$ cat src/tpm_pkg.sv
// Package for the tree path maximum / minimum block.
// Holds sizes, the lifting table row type, the sequencer states and the address function.
package tpm_pkg;

  localparam int NODES       = 1024;
  localparam int NODE_W      = 10;
  localparam int LEVELS      = 10;
  localparam int LVL_W       = (LEVELS > 1) ? $clog2(LEVELS) : 1;
  localparam int W_BITS      = 32;
  localparam int TDEPTH      = LEVELS * NODES;
  localparam int TADDR_W     = $clog2(TDEPTH);
  localparam int DEPTH_MAX   = NODES - 1;

  typedef struct packed {
    logic [NODE_W-1:0] anc;
    logic [W_BITS-1:0] mx;
    logic [W_BITS-1:0] mn;
  } entry_t;

  typedef enum logic [4:0] {
    S_IDLE,
    S_I_BASE,
    S_I_RDU,
    S_I_RDM,
    S_I_WR,
    S_Q_DU,
    S_Q_DV,
    S_Q1_RD,
    S_Q1_DP,
    S_Q1_CMP,
    S_Q2_START,
    S_Q2_RU,
    S_Q2_RV,
    S_Q2_CMP,
    S_Q3_RU,
    S_Q3_RV,
    S_Q3_CMP,
    S_Q_OUT
  } state_e;

  function automatic logic [TADDR_W-1:0] taddr(input logic [LVL_W-1:0] lvl,
                                               input logic [NODE_W-1:0] n);
    int a;
    a = int'(lvl) * NODES + int'(n);
    return a[TADDR_W-1:0];
  endfunction

endpackage

$ cat src/tpm_alu.sv
// Shared maximum / minimum unit folding two table rows into a running pair.
// Depends on tpm_pkg for the weight width.
module tpm_alu import tpm_pkg::*; (
  input  logic [W_BITS-1:0] hi_i,
  input  logic [W_BITS-1:0] lo_i,
  input  logic [W_BITS-1:0] a_mx_i,
  input  logic [W_BITS-1:0] a_mn_i,
  input  logic [W_BITS-1:0] b_mx_i,
  input  logic [W_BITS-1:0] b_mn_i,
  output logic [W_BITS-1:0] hi_o,
  output logic [W_BITS-1:0] lo_o
);

  logic [W_BITS-1:0] mx_ab;
  logic [W_BITS-1:0] mn_ab;

  always_comb begin
    mx_ab = (a_mx_i > b_mx_i) ? a_mx_i : b_mx_i;
    mn_ab = (a_mn_i < b_mn_i) ? a_mn_i : b_mn_i;
    hi_o  = (hi_i > mx_ab) ? hi_i : mx_ab;
    lo_o  = (lo_i < mn_ab) ? lo_i : mn_ab;
  end

endmodule

$ cat config.mk
export PLATFORM = sky130hd
export DESIGN_NAME = tpm_alu
export DESIGN_NICKNAME = d
export VERILOG_FILES = /design/src/tpm_pkg.sv /design/src/tpm_alu.sv
export SDC_FILE = /design/constraint.sdc
export NUM_CORES = 1
export LEC_CHECK = 0
export ABC_AREA = 0
export BUFFER_PORTS_ARGS = -buffer_cell sky130_fd_sc_hd__buf_2
export CAP_MARGIN = 30
export CORE_MARGIN = 2
export CORE_UTILIZATION = 44
export DETAILED_ROUTE_END_ITERATION = 16
export PLACE_DENSITY = 0.88
export REMOVE_ABC_BUFFERS = 1
export SLEW_MARGIN = 5
export SYNTH_ARGS = -nofsm -noshare
export SYNTH_HDL_FRONTEND = slang
export SYNTH_SLANG_ARGS = --single-unit
$ cat constraint.sdc
create_clock -name vclk -period 4.06
set_clock_uncertainty 0.1 [all_clocks]
set_input_delay 0.203 -clock vclk [all_inputs]
set_output_delay 0.203 -clock vclk [all_outputs]
set_load 0.01 [all_outputs]
==> metrics.cfg, run 1 <==
[outcome]
outcome=did not finish
failing_step=global routing
first-error=[ERROR GRT-0232] Routing congestion too high. Check the congestion heatmap in the GUI.

[timing]
worst_endpoint=hi_o[10]
endpoint_type=top-level output

[synth]
synth_area_um2=4858
post-synth-top-area-cell=ha_1
yosysWarnings=0
syn_inst=677
syn_area_per_cell_um2=7.176
ys_types=46
synth_top_cells_by_area=ha_1 32%, mux2i_1 13%, inv_1 7.6%
synth_top_area_frac=0.3245
yosysSeqAreaShare=0

[grt]
grt_max_degree=18
track_usage=1.077
overflow=1775

[floorplanning]
die_x_um=109.1
start_util=0.4502
die_h_um=109.1
row_count=38
ioPinCount=256

[placement]
dp_hpwl_um=17590
gp_congestion=1.080
port_buffers=256

[clock_tree]
cts-hold-fix-buffers=0

-- synthesized netlist by cell type, types with 2 or more instances --
master and number:
or3_1 4, a221o_1 2, clkbuf_1 17, a31oi_1 34, buf_1 2, buf_2 3, and4_1 2, a211oi_1 6
buf_4 3, nor2_1 18, nor4_1 3, ha_1 126, inv_1 98, o21ai_1 11, a2111oi_0 3, buf_12 3
and2_1 33, a221oi_1 2, nand3_1 41, o21a_1 6, nand4_1 24, o21ai_0 42, a211o_1 3, a21oi_1 26
mux2i_1 62, a21o_1 23, nor3_1 37, o211ai_1 6, nor2b_1 4, nand2_1 15, and3_1 2, nand2b_1 2
-- stage by stage --
stage          std cells  setup slack [ns]  cell area, um^2  setup TNS, ns  utilization
2_1_floorplan        649            -2.467             4690        -154.99            -
3_3_place_gp        1201           -0.7127             7432         -37.94       0.6886
3_5_place_dp        1201           -0.8366             7432         -45.50       0.6886
4_1_cts             1229           -0.5044             8840         -24.99       0.8190
-- cells by family after synthesis --
group           Yosys count  synth area share
simple gates            189            0.2086
fa+ha+maj               126            0.3245
compound gates          171            0.2233
buf+inv                 127            0.1113
mux                      64            0.1324
-- per-layer routing --
metal,overflow,GRT usage
met2,1451,1.630
met4,314,1.252
met1,7,0.8623
met5,0,0.09375
met3,3,0.7071
-- what timing repair did --
action	CTS
pin swaps	97
cloned	6
resized for setup	214
setup endpoints to repair	64
setup buffers	23
==> run 2, diff against run 1 <==
- CORE_UTILIZATION: 44 -> 35
- PLACE_DENSITY: 0.88 -> not set
- PLACE_DENSITY_LB_ADDON: not set -> 0.15
- clock period: 4.06 -> 5.3 ns (I/O delays scaled with it)
==> metrics.cfg, run 2 <==
[outcome]
outcome=complete, no violations

[detailed_routing]
routedWlPerCell_um=15.49
postRouteAntennaNets=0
num_vias=5931
drtPass1Iterations=4
totalWireLength_um=17230
vias_per_cell=5.334
drt_iter0_drc=282
post-route-drc-count=0

[finish]
clock_buffers=0
multi_input_area_um2=4397
finalNonFillerCells=1112
nFlopsAndLatches=0
layout_commonest_cell=buf_2
fillers=1487
seqCellArea_um2=0
final_cell_mix=256 x buf_2, 126 x ha_1, 98 x inv_1
drive_gt1_frac=0.3190
nNetsFinal=1251
synthToLayoutAreaGrowth_pct=34.25

[timing]
fin_crit_ns=5.022
fmax_mhz=199.1
final-setup-viol-count=0
final_max_slew_viol_count=0
tightest_slew_ns=0.4844
slew_headroom=0.6720
hold_viol=0
fin_hold_ws_ns=0.7622
finalCritPeriodShare=0.9475
grt_setup_unrepaired=false

[placement]
gp_congestion=0.9105  ; -16%
port_buffers=256  ; unchanged
dp.cells=1110  ; -7.6%
dp_hpwl_um=15170  ; -14%

[synth]
synthAdderAreaFrac=0.3245  ; unchanged
yosysWarnings=0  ; unchanged
syn_area_per_cell_um2=7.176  ; unchanged
post-synth-top-area-cell=ha_1
ys_types=46  ; unchanged
synth_area_um2=4858  ; unchanged
synth_compound_area_frac=0.2233  ; unchanged
synth_top_area_frac=0.3245  ; unchanged
yosysMostFrequentCell=ha_1
synth_top_family_by_area=adder cells
synth_xor_area_frac=0  ; unchanged
synth-simple-area-share=0.2086  ; unchanged
syn_inst=677  ; unchanged
synth_common_cells=126 x ha_1, 98 x inv_1, 62 x mux2i_1
synth_mux_area_frac=0.1324  ; unchanged
yosysSeqAreaShare=0  ; unchanged
synth_top_cells_by_area=ha_1 32%, mux2i_1 13%, inv_1 7.6%

[grt]
grt_max_degree=22
grt_pass1_wl_um=26860
overflow=0
grt_pass1_vias=5631
track_usage=0.2188
antenna_found_initial=2

[floorplanning]
die_h_um=121.8  ; +12%
die_area_um2=14840
row_count=43  ; +13%
ioPinCount=256  ; unchanged
die_x_um=121.8  ; +12%
start_util=0.3541  ; -0.09602
core_um2=13720

[hold_path]
worstHoldPathType=primary input to primary output

[power_and_ir_drop]
peakVddDrop_mv=0.07532
p_per_area_nw_per_um2=149.6
p_leak_nw=3.825
power_w=0.0009758

[critical_path]
worstSetupStartpointType=primary input
critPathRequiredTime_ns=4.93
crit_fanout=21
cp.arrival_ns=4.66
crit_type=primary input to primary output
critPathCaptureType=primary output

[flow_run]
maxCapViolCount=0

[clock_tree]
cts-hold-fix-buffers=0  ; unchanged

-- run 2: path summary, 6_finish.rpt --
check / slack [ns] / from / endpoint / depth (start not counted)
worst max-delay path: 0.28 / b_mx_i[22] / hi_o[21] / 21
worst min-delay path: 0.76 / lo_i[12] / lo_o[12] / 4
-- run 2: kinds of logic after synthesis --
| logic type | count (synthesis) |
|---|---|
| buf+inv | 127 |
| compound gates | 171 |
| fa+ha+maj | 126 |
| simple gates | 189 |
| mux | 64 |
-- run 2: power by group --
group,internal (W),switching [W]
clock network,0.0000000000254,0
registers,0,0
logic,0.000441,0.000534
total,0.000441,0.000534
-- run 2: metal layers --
layer  global-route usage  part of all wire  vias to the layer above
li1                     -                 -                     3022
met1               0.2838              0.43                     2650
met2               0.3925              0.48                      233
met3              0.02669             0.073                       24
met4              0.03592             0.016                        2
met5                    0           0.00064                        -
-- run 2: timing repair --
item / 4_1_cts / 5_1_grt
buffers inserted: 0 / 1
setup endpoints to repair: 0 / 64
gates resized for setup: 0 / 13
-- run 2: layout make-up --
class                      instances  share of cell area
multi-input combinational        550              0.6741
timing repair buffer             282              0.2340
inverter                          99             0.05697
tap                              180             0.03453
antenna                            1           0.0003837
-- run 2: metrics by stage --
stage          setup TNS [ns]  setup WS, ns  instance area (um^2)    util
2_1_floorplan          -83.56        -1.351                  4690       -
3_3_place_gp                0       0.08482                  6461  0.4710
3_5_place_dp                0        0.1055                  6461  0.4710
4_1_cts                     0       0.09235                  6461  0.4710
5_1_grt                     0       0.01902                  6523  0.4754
6_report                    0        0.2781                  6523  0.4754
-- run 2: worst max-delay path: stages --
cell and delay, ns:
buf_2 0.10, inv_1 0.04, ha_1 0.30, a21o_1 0.19, a221o_1 0.31, a31oi_1 0.16
o21ai_1 0.10, a21o_1 0.17, and2_2 0.32, o21ai_0 0.37, and2_1 0.19, ha_1 0.14
nand3_1 0.09, or3_1 0.40, or3_1 0.32, o21ai_1 0.15, a2111oi_4 0.09, or2_1 0.27
buf_4 0.21, a31oi_1 0.27, buf_2 0.18
Note: power is estimated with default switching activity, not from simulation.
