--- config.mk ---
export PLATFORM = sky130hd
export DESIGN_NAME = tpm_ram
export DESIGN_NICKNAME = d
export VERILOG_FILES = /design/src/tpm_ram.sv
export SDC_FILE = /design/constraint.sdc
export NUM_CORES = 1
export LEC_CHECK = 0
export BUFFER_PORTS_ARGS = -buffer_cell sky130_fd_sc_hd__buf_2
export CORE_UTILIZATION = 50
export CTS_BUF_LIST = sky130_fd_sc_hd__clkbuf_8
export CTS_CLUSTER_DIAMETER = 80
export CTS_CLUSTER_SIZE = 10
export DETAILED_ROUTE_END_ITERATION = 8
export PLACE_DENSITY_LB_ADDON = 0.08
export SETUP_SLACK_MARGIN = 0.1
export SYNTH_ARGS = -nofsm -noshare
export SYNTH_HDL_FRONTEND = slang
export SYNTH_SLANG_ARGS = --single-unit
export TNS_END_PERCENT = 20
--- constraint.sdc ---
create_clock -name clk_i -period 2.36 [get_ports clk_i]
set_clock_uncertainty 0.1 [all_clocks]
set_input_delay 0.59 -clock clk_i [delete_from_list [all_inputs] [get_ports clk_i]]
set_output_delay 0.59 -clock clk_i [all_outputs]
set_load 0.005 [all_outputs]
--- src/tpm_ram.sv ---
// Generic single-write, single-read RAM with a registered read port.
// Stand-alone; no package needed.
module tpm_ram #(
  parameter int WIDTH = 8,
  parameter int DEPTH = 16
) (
  input  logic                     clk_i,
  input  logic                     we_i,
  input  logic [$clog2(DEPTH)-1:0] waddr_i,
  input  logic [WIDTH-1:0]         wdata_i,
  input  logic [$clog2(DEPTH)-1:0] raddr_i,
  output logic [WIDTH-1:0]         rdata_o
);

  logic [WIDTH-1:0] mem_q [DEPTH];

  always_ff @(posedge clk_i) begin
    if (we_i) begin
      mem_q[waddr_i] <= wdata_i;
    end
    rdata_o <= mem_q[raddr_i];
  end

endmodule

==> out/summary.log, run 1 <==
[routing] WL/cell 20.6 um
[timing] Final min period 1.77 ns
[pwr] ratio of total power to cell area 830 nW/um^2
[synthesis] summed instance area of the synthesized netlist 5150 sq um
[timing] Hold Violations, Final 0
[timing] maximum frequency from static timing analysis 566 MHz
[cells_and_area] commonest non-fill, non-tap cells in the layout edfxtp_1 (128), buf_2 (25), buf_4 (20), mux4_2 (18), clkbuf_8 (17)
[cells_and_area] number of diodes 0
[cells_and_area] FF+latch area 4000 sq um
[routing] drt first-iter violations 69
[worst_hold_path] Worst Min Path Start wdata_i[0]
[routing] WL met3 367 um
[clock_tree] number of CTS-inserted buffers 17
[synthesis] synthesized area per cell 22.5 sq um
[global_route] number of antenna violations at the first check in global routing 0
[placement] number of cells in the design after placement 400
[die] Die Width 103 um
[worst_hold_path] terminating pin of the worst hold path mem_q[14][0]
[routing] remaining design rule violation count 0
[worst_hold_path] cell count of the worst hold path 1
[routing] routed via count 2,375
[clock_tree] Post-CTS Hold Fix Bufs 0
[global_route] GR Util All Layers 18.9%
[synthesis] number of flip-flops and latches in the synthesized netlist 136
[cells_and_area] footprint of the multi-input gates 1060 sq um
[timing] relative slew slack 72.7%
[routing] remaining antenna violation count 0
[worst_setup_path] sort of element at the start of the critical path input pin
[global_route] largest net degree at the start of global routing 33
[clock_tree] number of cells upsized or downsized after cts 0
[timing] number of setup violations in the final report 0
[worst_setup_path] Reg-to-Reg End rdata_o[4]
[cells_and_area] final-layout fill cell count 704
[synthesis] net count after synthesis 247
[die] area of the core region 9860 sq um
[cells_and_area] share of final-layout standard cells stronger than drive strength 1 30.8%
[clock_tree] level count of the clock H-tree 4
[timing] final slew viol count 0
[synthesis] number of unique standard cell types used by synthesis 19
[die] Die Span Y 103 um
[clock_tree] clock tree buffer depth 2
[synthesis] Yosys Warn Count 0
[clock_tree] Num Clock Sinks 136
[clock_tree] clock-pin slew on the worst setup and hold paths 0.07 ns
[run_status] result of the run finished clean
[clock_tree] CTS tree yes
[cells_and_area] most common cell after layout, fill and taps aside edfxtp_1
[die] Top-Level Pins 26
[cells_and_area] area delta synth->final 16.3%
[global_route] Overflow after GRT 0
[worst_setup_path] logic depth of the worst register-to-register path 3
[die] Die Footprint 10,700 sq um
[worst_hold_path] worst min-delay path class in -> reg
[placement] sum of net half-perimeters after detailed placement 5.95 mm
[cells_and_area] final-stage net count 304
[worst_setup_path] arrival time at the worst endpoint 1.95 ns
[timing] final cycle utilization of the critical path 74.8%
[routing] number of vias per cell 5.50
[placement] Setup Slack @ Placement 0.172 ns
[die] site row count 36
[clock_tree] setup repair bufs after CTS 0
[routing] DRT met1 WL 4.05 mm
[synthesis] register area share after synthesis 77.8%
[timing] slew at the pin closest to its max-slew limit 0.410 ns
[global_route] wire length of the first global-routing pass 13.4 mm
[cells_and_area] Final Non-Filler Cells 432
[pwr] static leakage 2.06 nW
[timing] setup slack after layout 0.594 ns
[routing] Detailed Routing Iterations Pass 1 4
[routing] met2 wire length 4.43 mm
[timing] setup repair after global routing missed its margin false
[job] Max-Cap Viols 0
[die] initial core utilization 52.2%
[timing] setup tns final 0 ns
[routing] final wirelength 8.89 mm
[placement] routability-driven placement congestion ratio 0.690
[worst_setup_path] startpoint of the most critical register-to-register path mem_q[10][4]
[worst_setup_path] Critical Path RT 2.55 ns
[worst_setup_path] r2r setup slk 0.91 ns
[global_route] vias in the first global route 2,457
[worst_setup_path] crit path kind in -> reg
[pwr] maximum resistive drop on vdd 0.450 mV
[worst_setup_path] maximum net fanout on the critical path 7
[synthesis] number of instances in the synthesized netlist 229
[clock_tree] source-to-sink clock delay at the later pin of the worst-skew pair 0.41 ns
[placement] number of buffers added on ports 25
[routing] top routing layer in use met4
[clock_tree] master cell of the clock root buffer clkbuf_8
[worst_setup_path] endpoint type of the worst setup path register
## cells in the mapped netlist
master           count  area share [%]
edfxtp_1           128              75
nand3_1              1           0.097
dfxtp_1              8             3.1
mux4_1              14             7.1
buf_4                1            0.15
nand2_1              9            0.66
clkdlybuf4s25_2      3            0.58
mux4_2              18             7.9
buf_6                3            0.66
nand2b_1             2            0.24
and2b_1              1            0.15
nor3_1               4            0.39
buf_2                3            0.29
nor2_1              13            0.95
or3b_2               1            0.17
nand3b_1             2            0.29
and2_1               1            0.12
a22oi_1             16             2.3
nor2b_1              1            0.12
## sequential cells by signal (all words and copies together), names as in the netlist
register,cells
mem_q,128
rdata_o,8
## routing by layer
| layer | vias to the layer above | global-route usage, % |
|---|---|---|
| li1 | 1087 | - |
| met1 | 1236 | 24.8 |
| met2 | 48 | 30.0 |
| met3 | 4 | 6.72 |
| met4 | 0 | 5.74 |
| met5 | - | 0 |
## worst max path at each step
stage,cells past startpoint,slack [ns],startpoint,endpoint
6_report,5,0.59,raddr_i[0],rdata_o[4]
5_1_grt,5,0.55,raddr_i[0],rdata_o[4]
4_1_cts,5,0.61,raddr_i[0],rdata_o[4]
3_5_place_dp,5,0.17,raddr_i[0],rdata_o[4]
3_3_place_gp,5,0.17,raddr_i[0],rdata_o[4]
2_1_floorplan,2,0.18,waddr_i[2],mem_q[0][0]
## logic make-up after synthesis
logic type             synth area share [%]
muxes                                  15.0
and+or+nand+nor                        3.18
AOI/OAI and AO/OA                      2.33
DFF                                    77.8
buffers and inverters                  1.68
## power by group
| group | switching [mW] | total, mW | internal, mW |
|---|---|---|---|
| clock network | 0.784 | 2.01 | 1.23 |
| registers | 0.0163 | 2.71 | 2.70 |
| logic | 0.133 | 0.248 | 0.115 |
| total | 0.933 | 4.97 | 4.04 |
## stage by stage
step | hold WS (ns) | power (mW) | area, sq um | utilization, %
2_1_floorplan | 0.529 | 2.90 | 5150 | -
3_5_place_dp | 0.562 | 3.02 | 5560 | 56.4
4_1_cts | 0.430 | 5.01 | 5990 | 60.7
6_report | 0.457 | 4.97 | 5990 | 60.7
3_3_place_gp | 0.549 | 3.02 | 5560 | 56.4
5_1_grt | 0.440 | 5.14 | 5990 | 60.7
## critical path, stage by stage
cell,delay (ns)
buf_2,0.23
buf_4,0.22
mux4_1,0.55
a22oi_1,0.28
nand2_1,0.08
## area by class of cell
type                            count  area share [%]
Tap cell                          133            2.78
Timing Repair Buffer               48            5.60
Clock inverter                     15            3.20
Sequential cell                   136            66.9
Multi-Input combinational cell     83            17.7
Clock buffer                       17            3.91
(Power assumes the default switching activity.)
==> inputs of run 2 (changes only) <==
- clock period: 2.36 -> 1.51 ns (I/O delays scaled with it)
==> out/summary.log, run 2 (same netlist as run 1, synthesis figures left out) <==
[worst_setup_path] family with the most delay on the worst path multiplexers
[timing] relative slew slack 44.0%
[worst_setup_path] Critical Path RT 1.72 ns
[clock_tree] master cell of the clock root buffer clkbuf_8
[clock_tree] level count of the clock H-tree 4
[routing] final wirelength 9.47 mm
[placement] routability-driven placement congestion ratio 0.772
[global_route] Overflow after GRT 0
[timing] maximum frequency from static timing analysis 702 MHz
[placement] number of buffers added on ports 25
[routing] remaining design rule violation count 0
[cells_and_area] commonest non-fill, non-tap cells in the layout edfxtp_1 (128), mux4_2 (27), buf_4 (26), buf_2 (25), clkbuf_8 (17)
[worst_setup_path] r2r setup slk 0.09 ns
[pwr] ratio of total power to cell area 1210 nW/um^2
[global_route] GR Util All Layers 20.1%
[worst_setup_path] critical path's largest stage delay 0.48 ns
[worst_setup_path] cell with the largest stage delay on the worst path mux4_2
[clock_tree] clock tree buffer depth 2
[global_route] met3 layer usage reported by global route 4.97%
[timing] slew at the pin closest to its max-slew limit 0.837 ns
[routing] Detailed Routing Iterations Pass 1 4
[cells_and_area] register with the most flip-flops mem_q
[global_route] largest net degree at the start of global routing 17
[run_status] result of the run finished clean
[clock_tree] number of CTS-inserted buffers 17
[placement] sum of net half-perimeters after detailed placement 6.31 mm
[worst_setup_path] maximum net fanout on the critical path 1
[global_route] number of antenna violations at the first check in global routing 0
[global_route] met1 track utilization from global routing 27.4%
[global_route] met2 Use GR 31.3%
[pwr] static leakage 2.05 nW
[worst_setup_path] sequence of cells on the critical path mux4_2 -> a22oi_2 -> nand2_1
[timing] Final min period 1.42 ns
[worst_hold_path] worst min-delay path class in -> reg
[worst_setup_path] crit path kind reg -> reg
[global_route] vias in the first global route 2,495
[worst_setup_path] buffering stage count on the worst path with inverters included 0
[cells_and_area] final-stage net count 314
[global_route] wire length of the first global-routing pass 14.3 mm
[die] Die Footprint 10,700 sq um
[clock_tree] clock-pin slew on the worst setup and hold paths 0.09 ns
[cells_and_area] registers with the most flip-flops mem_q: 128 flops, rdata_o: 8 flops
[cells_and_area] Final Core Density 61.5%
[clock_tree] Post-CTS Hold Fix Bufs 0
[clock_tree] CTS tree yes
[die] initial core utilization 52.2%
[die] Die Width 103 um
[clock_tree] source-to-sink clock delay at the later pin of the worst-skew pair 0.43 ns
[cells_and_area] most common cell after layout, fill and taps aside edfxtp_1
[routing] routed via count 2,441
[timing] final slew viol count 0
[timing] tightest hold margin 0.238 ns
[die] Die Span Y 103 um
[timing] final cycle utilization of the critical path 94.4%
[timing] setup slack after layout 0.0852 ns
[worst_setup_path] arrival time at the worst endpoint 1.63 ns
[cells_and_area] max FFs per register 128
[placement] Setup Slack @ Placement -0.410 ns
[clock_tree] setup repair bufs after CTS 0
[job] Max-Cap Viols 0
[worst_setup_path] endpoint type of the worst setup path register
[die] Top-Level Pins 26
[cells_and_area] number of diodes 0
[timing] number of setup violations in the final report 0
[global_route] most congested layer reported by global routing met2
[timing] Hold Violations, Final 0
[cells_and_area] area delta synth->final 17.9%
[routing] drt first-iter violations 135
[die] area of the core region 9860 sq um
[clock_tree] Num Clock Sinks 136
[die] site row count 36
[routing] WL/cell 21.4 um
[cells_and_area] share of final-layout standard cells stronger than drive strength 1 41.7%
[worst_setup_path] sort of element at the start of the critical path register
[routing] number of vias per cell 5.52
[pwr] maximum resistive drop on vdd 0.591 mV
[routing] remaining antenna violation count 0
[timing] setup repair after global routing missed its margin true
==> run 2: cell count changes in the layout (fill, tap and decap cells not counted), moves of 5 or more <==
cell / before / now
mux4_1: 14 / 5
mux4_2: 18 / 27
buf_4: 20 / 26
bufinv_16: 5 / 0
==> run 2: worst paths after layout <==
| kind | depth (start not counted) | from | to |
|---|---|---|---|
| hold / removal | 1 | wdata_i[5] | mem_q[5][5] |
| setup reg to reg | 3 | mem_q[2][7] | rdata_o[7] |
| setup / recovery | 3 | mem_q[2][7] | rdata_o[7] |
| hold reg to reg | 3 | mem_q[12][4] | rdata_o[4] |
==> run 2: what timing repair did <==
| action | in CTS | in global routing |
|---|---|---|
| gates resized for setup | 2 | 3 |
| setup endpoints to repair | 4 | 9 |
| pin swaps | 0 | 0 |
==> run 2: where the power goes <==
group / switching (mW) / leakage, nW / total (mW) / internal (mW)
registers: 0.0234 / 1.22 / 4.24 / 4.21
clock network: 1.50 / 0.185 / 2.70 / 1.20
logic: 0.230 / 0.640 / 0.434 / 0.203
==> run 2: metrics by stage <==
step                std cells  setup TNS (ns)  instance area, sq um  power (mW)
floorplan                 229           -1.11                  5160        4.55
detailed placement        410          -16.07                  5680        4.76
CTS                       442               0                  6060        7.43
global route              442               0                  6070        7.60
global placement          410          -15.35                  5680        4.75
finish                    442               0                  6070        7.37
==> run 2: per-layer routing <==
metal,up-vias,part of all wire [%],routed length (um)
met3,4,6.9,651
li1,1099,-,-
met4,0,0.58,55
met1,1263,42,3950
met5,-,0,0
met2,75,51,4810
==> run 2: worst reg2reg max path, delay by kind of cell (launching register included) <==
kind,cells,cell delay (ns)
flip-flops,1,0.38
AND/OR/NAND/NOR,1,0.08
multiplexers,1,0.48
AO/OA/AOI/OAI,1,0.28
==> run 2: area by class of cell <==
cell class	instances	area [sq um]
multi-input cells	83	1080
flip-flops and latches	136	4000
clock buffers	17	234
fillers	714	3790
well taps	133	166
repair buffers	58	452
clock inverters	15	135
==> inputs of run 3 (changes only) <==
- ABC_AREA: not set -> 1
==> out/summary.log, run 3 <==
[cells_and_area] register with the most flip-flops mem_q
[routing] final wirelength 12.5 mm
[timing] number of setup violations in the final report 0
[pwr] combinational power share 7.2%
[worst_hold_path] cell count of the worst hold path 4
[die] Die Span Y 109 um
[routing] WL/cell 16.6 um
[worst_setup_path] Critical Path RT 1.03 ns
[die] area of the core region 11,000 sq um
[worst_setup_path] sort of element at the start of the critical path register
[clock_tree] clock-pin slew on the worst setup and hold paths 0.09 ns
[die] Top-Level Pins 26
[pwr] static leakage 2.86 nW
[synthesis] number of unique standard cell types used by synthesis 12
[worst_setup_path] arrival time at the worst endpoint 0.89 ns
[synthesis] Yosys Warn Count 0
[worst_setup_path] family with the most delay on the worst path flip-flops
[pwr] fraction of power consumed by the clock network 36.2%
[cells_and_area] final-layout fill cell count 943
[global_route] largest net degree at the start of global routing 49
[synthesis] ys async rst share 0%
[global_route] vias in the first global route 3,581
[placement] sum of net half-perimeters after detailed placement 8.17 mm
[clock_tree] Post-CTS Hold Fix Bufs 0
[global_route] number of antenna violations at the first check in global routing 0
[worst_setup_path] buffering stage count on the worst path with inverters included 1
[worst_setup_path] r2r setup slk 0.42 ns
[cells_and_area] Final Non-Filler Cells 754
[run_status] result of the run finished clean
[timing] final cycle utilization of the critical path 90.4%
[cells_and_area] share of final-layout standard cells stronger than drive strength 1 14.3%
[routing] number of vias per cell 5.10
[worst_setup_path] critical path's largest stage delay 0.35 ns
[synthesis] count of flip-flops with a built-in enable after synthesis 128
[synthesis] top cells by instance count after synthesis nand2_1 (173), edfxtp_1 (128), inv_1 (100), nand3_1 (97), nor2_1 (17)
[placement] Placed Area 6200 sq um
[synthesis] number of flip-flops and latches in the synthesized netlist 136
[worst_setup_path] sequence of cells on the critical path buf_2
[synthesis] area share of the leading cell type in the synthesized netlist 66.7%
[worst_setup_path] crit path kind reg -> out
[clock_tree] number of CTS-inserted buffers 17
[cells_and_area] most common cell after layout, fill and taps aside nand2_1
[timing] slew at the pin closest to its max-slew limit 0.359 ns
[clock_tree] level count of the clock H-tree 4
[die] site row count 38
[pwr] ratio of total power to cell area 1140 nW/um^2
[cells_and_area] commonest non-fill, non-tap cells in the layout nand2_1 (173), edfxtp_1 (128), inv_1 (101), nand3_1 (97), buf_2 (25)
[worst_setup_path] timing endpoint of the critical path rdata_o[4]
[cells_and_area] area delta synth->final 13.9%
[clock_tree] setup repair bufs after CTS 0
[cells_and_area] final std cell area, no fill 6570 sq um
[clock_tree] number of cells upsized or downsized after cts 0
[clock_tree] master cell of the clock root buffer clkbuf_8
[worst_setup_path] logic depth of the worst register-to-register path 6
[worst_setup_path] startpoint of the most critical register-to-register path mem_q[1][3]
[synthesis] Synth area leaders edfxtp_1 (67%), nand2_1 (11%), nand3_1 (8.4%)
[die] Die Footprint 12,000 sq um
[clock_tree] CTS tree yes
[die] initial core utilization 52.3%
[routing] routed via count 3,844
[timing] setup repair after global routing missed its margin true
[cells_and_area] registers with the most flip-flops mem_q: 128 flops, rdata_o: 8 flops
[timing] Final min period 1.37 ns
[global_route] Overflow after GRT 0
[routing] remaining antenna violation count 0
[cells_and_area] number of diodes 0
[synthesis] Synth Flop Type edfxtp_1
[timing] final slew viol count 0
[global_route] GR Util All Layers 23.2%
[pwr] cell internal power dissipation 5.70 mW
[pwr] maximum resistive drop on vdd 0.588 mV
[worst_setup_path] cell with the largest stage delay on the worst path dfxtp_1
[pwr] Switching Fraction 23.9%
[pwr] net load switching power 1.79 mW
[timing] maximum frequency from static timing analysis 733 MHz
[synthesis] net count after synthesis 569
[synthesis] Yosys top cell by area edfxtp_1
[timing] relative slew slack 76.0%
[placement] number of buffers added on ports 25
[synthesis] register area share after synthesis 69.4%
[clock_tree] Num Clock Sinks 136
[routing] remaining design rule violation count 0
[worst_setup_path] number of cells on the critical path 1
[job] Max-Cap Viols 0
[placement] routability-driven placement congestion ratio 0.776
[global_route] wire length of the first global-routing pass 19.5 mm
[timing] Hold Violations, Final 0
[synthesis] summed instance area of the synthesized netlist 5770 sq um
[clock_tree] clock tree buffer depth 2
[worst_hold_path] worst min-delay path class in -> reg
[placement] number of cells in the design after placement 722
[clock_tree] source-to-sink clock delay at the later pin of the worst-skew pair 0.43 ns
[pwr] overall power of the completed layout 7.49 mW
[die] Die Width 109 um
[cells_and_area] max FFs per register 128
[synthesis] number of instances in the synthesized netlist 551
[pwr] Sequential Power Share 56.6%
[worst_setup_path] Reg-to-Reg End rdata_o[3]
[worst_setup_path] launch point of the worst path rdata_o[4]
[synthesis] most frequent cell after synthesis nand2_1
[routing] drt first-iter violations 269
[routing] Detailed Routing Iterations Pass 1 5
[cells_and_area] final-stage net count 619
[worst_setup_path] maximum net fanout on the critical path 1
[synthesis] synthesized area per cell 10.5 sq um
[timing] setup tns final 0 ns
[worst_setup_path] endpoint type of the worst setup path output port
[run 3: cell families (layout without fill, tap and decap cells)]
| group | after synthesis | in the layout | share of synthesized area [%] |
|---|---|---|---|
| AND/OR/NAND/NOR | 289 | 289 | 21.0 |
| buffers and inverters | 126 | 189 | 9.52 |
| flip-flops | 136 | 136 | 69.4 |
[run 3: final cells by class]
cell class	count	area, sq um	area share, %
Sequential cell	136	4010	61.0
Tap cell	140	175	2.67
Inverter	102	383	5.83
Timing Repair Buffer	55	425	6.48
Clock buffer	17	234	3.56
Clock inverter	15	130	1.98
Multi-Input combinational cell	289	1210	18.5
[run 3: metrics by stage]
step | setup WS [ns] | hold WS [ns] | util, %
floorplan | 0.0817 | 0.376 | -
global placement | 0.000589 | 0.530 | 56.2
detailed placement | -0.0109 | 0.552 | 56.2
CTS | 0.110 | 0.215 | 59.5
global route | 0.0946 | 0.227 | 59.5
finish | 0.145 | 0.246 | 59.5
[run 3: worst min-delay path by stage]
stage	startpoint	to
finish	raddr_i[2]	rdata_o[7]
global route	raddr_i[2]	rdata_o[1]
CTS	raddr_i[2]	rdata_o[1]
global placement	mem_q[12][1]	rdata_o[1]
floorplan	wdata_i[0]	mem_q[0][0]
detailed placement	mem_q[12][1]	rdata_o[1]
[run 3: power groups by stage]
stage          clock (mW)  sequential [mW]  combinational, mW
2_1_floorplan           0             4.32              0.298
3_3_place_gp            0             4.32              0.535
3_5_place_dp            0             4.32              0.538
4_1_cts              2.76             4.24              0.540
5_1_grt              2.92             4.24              0.600
6_report             2.71             4.24              0.536
[run 3: per-layer routing]
layer / GRT usage (%) / share of wire, %
met1: 33.1 / 44
met2: 35.0 / 47
met3: 5.04 / 7.8
met4: 8.86 / 1.8
met5: 0 / 0
[run 3: worst min-delay path, stage by stage]
cell and delay [ns]:
buf_2 0.15, nand3_1 0.09, nand3_1 0.07, nand2_1 0.06
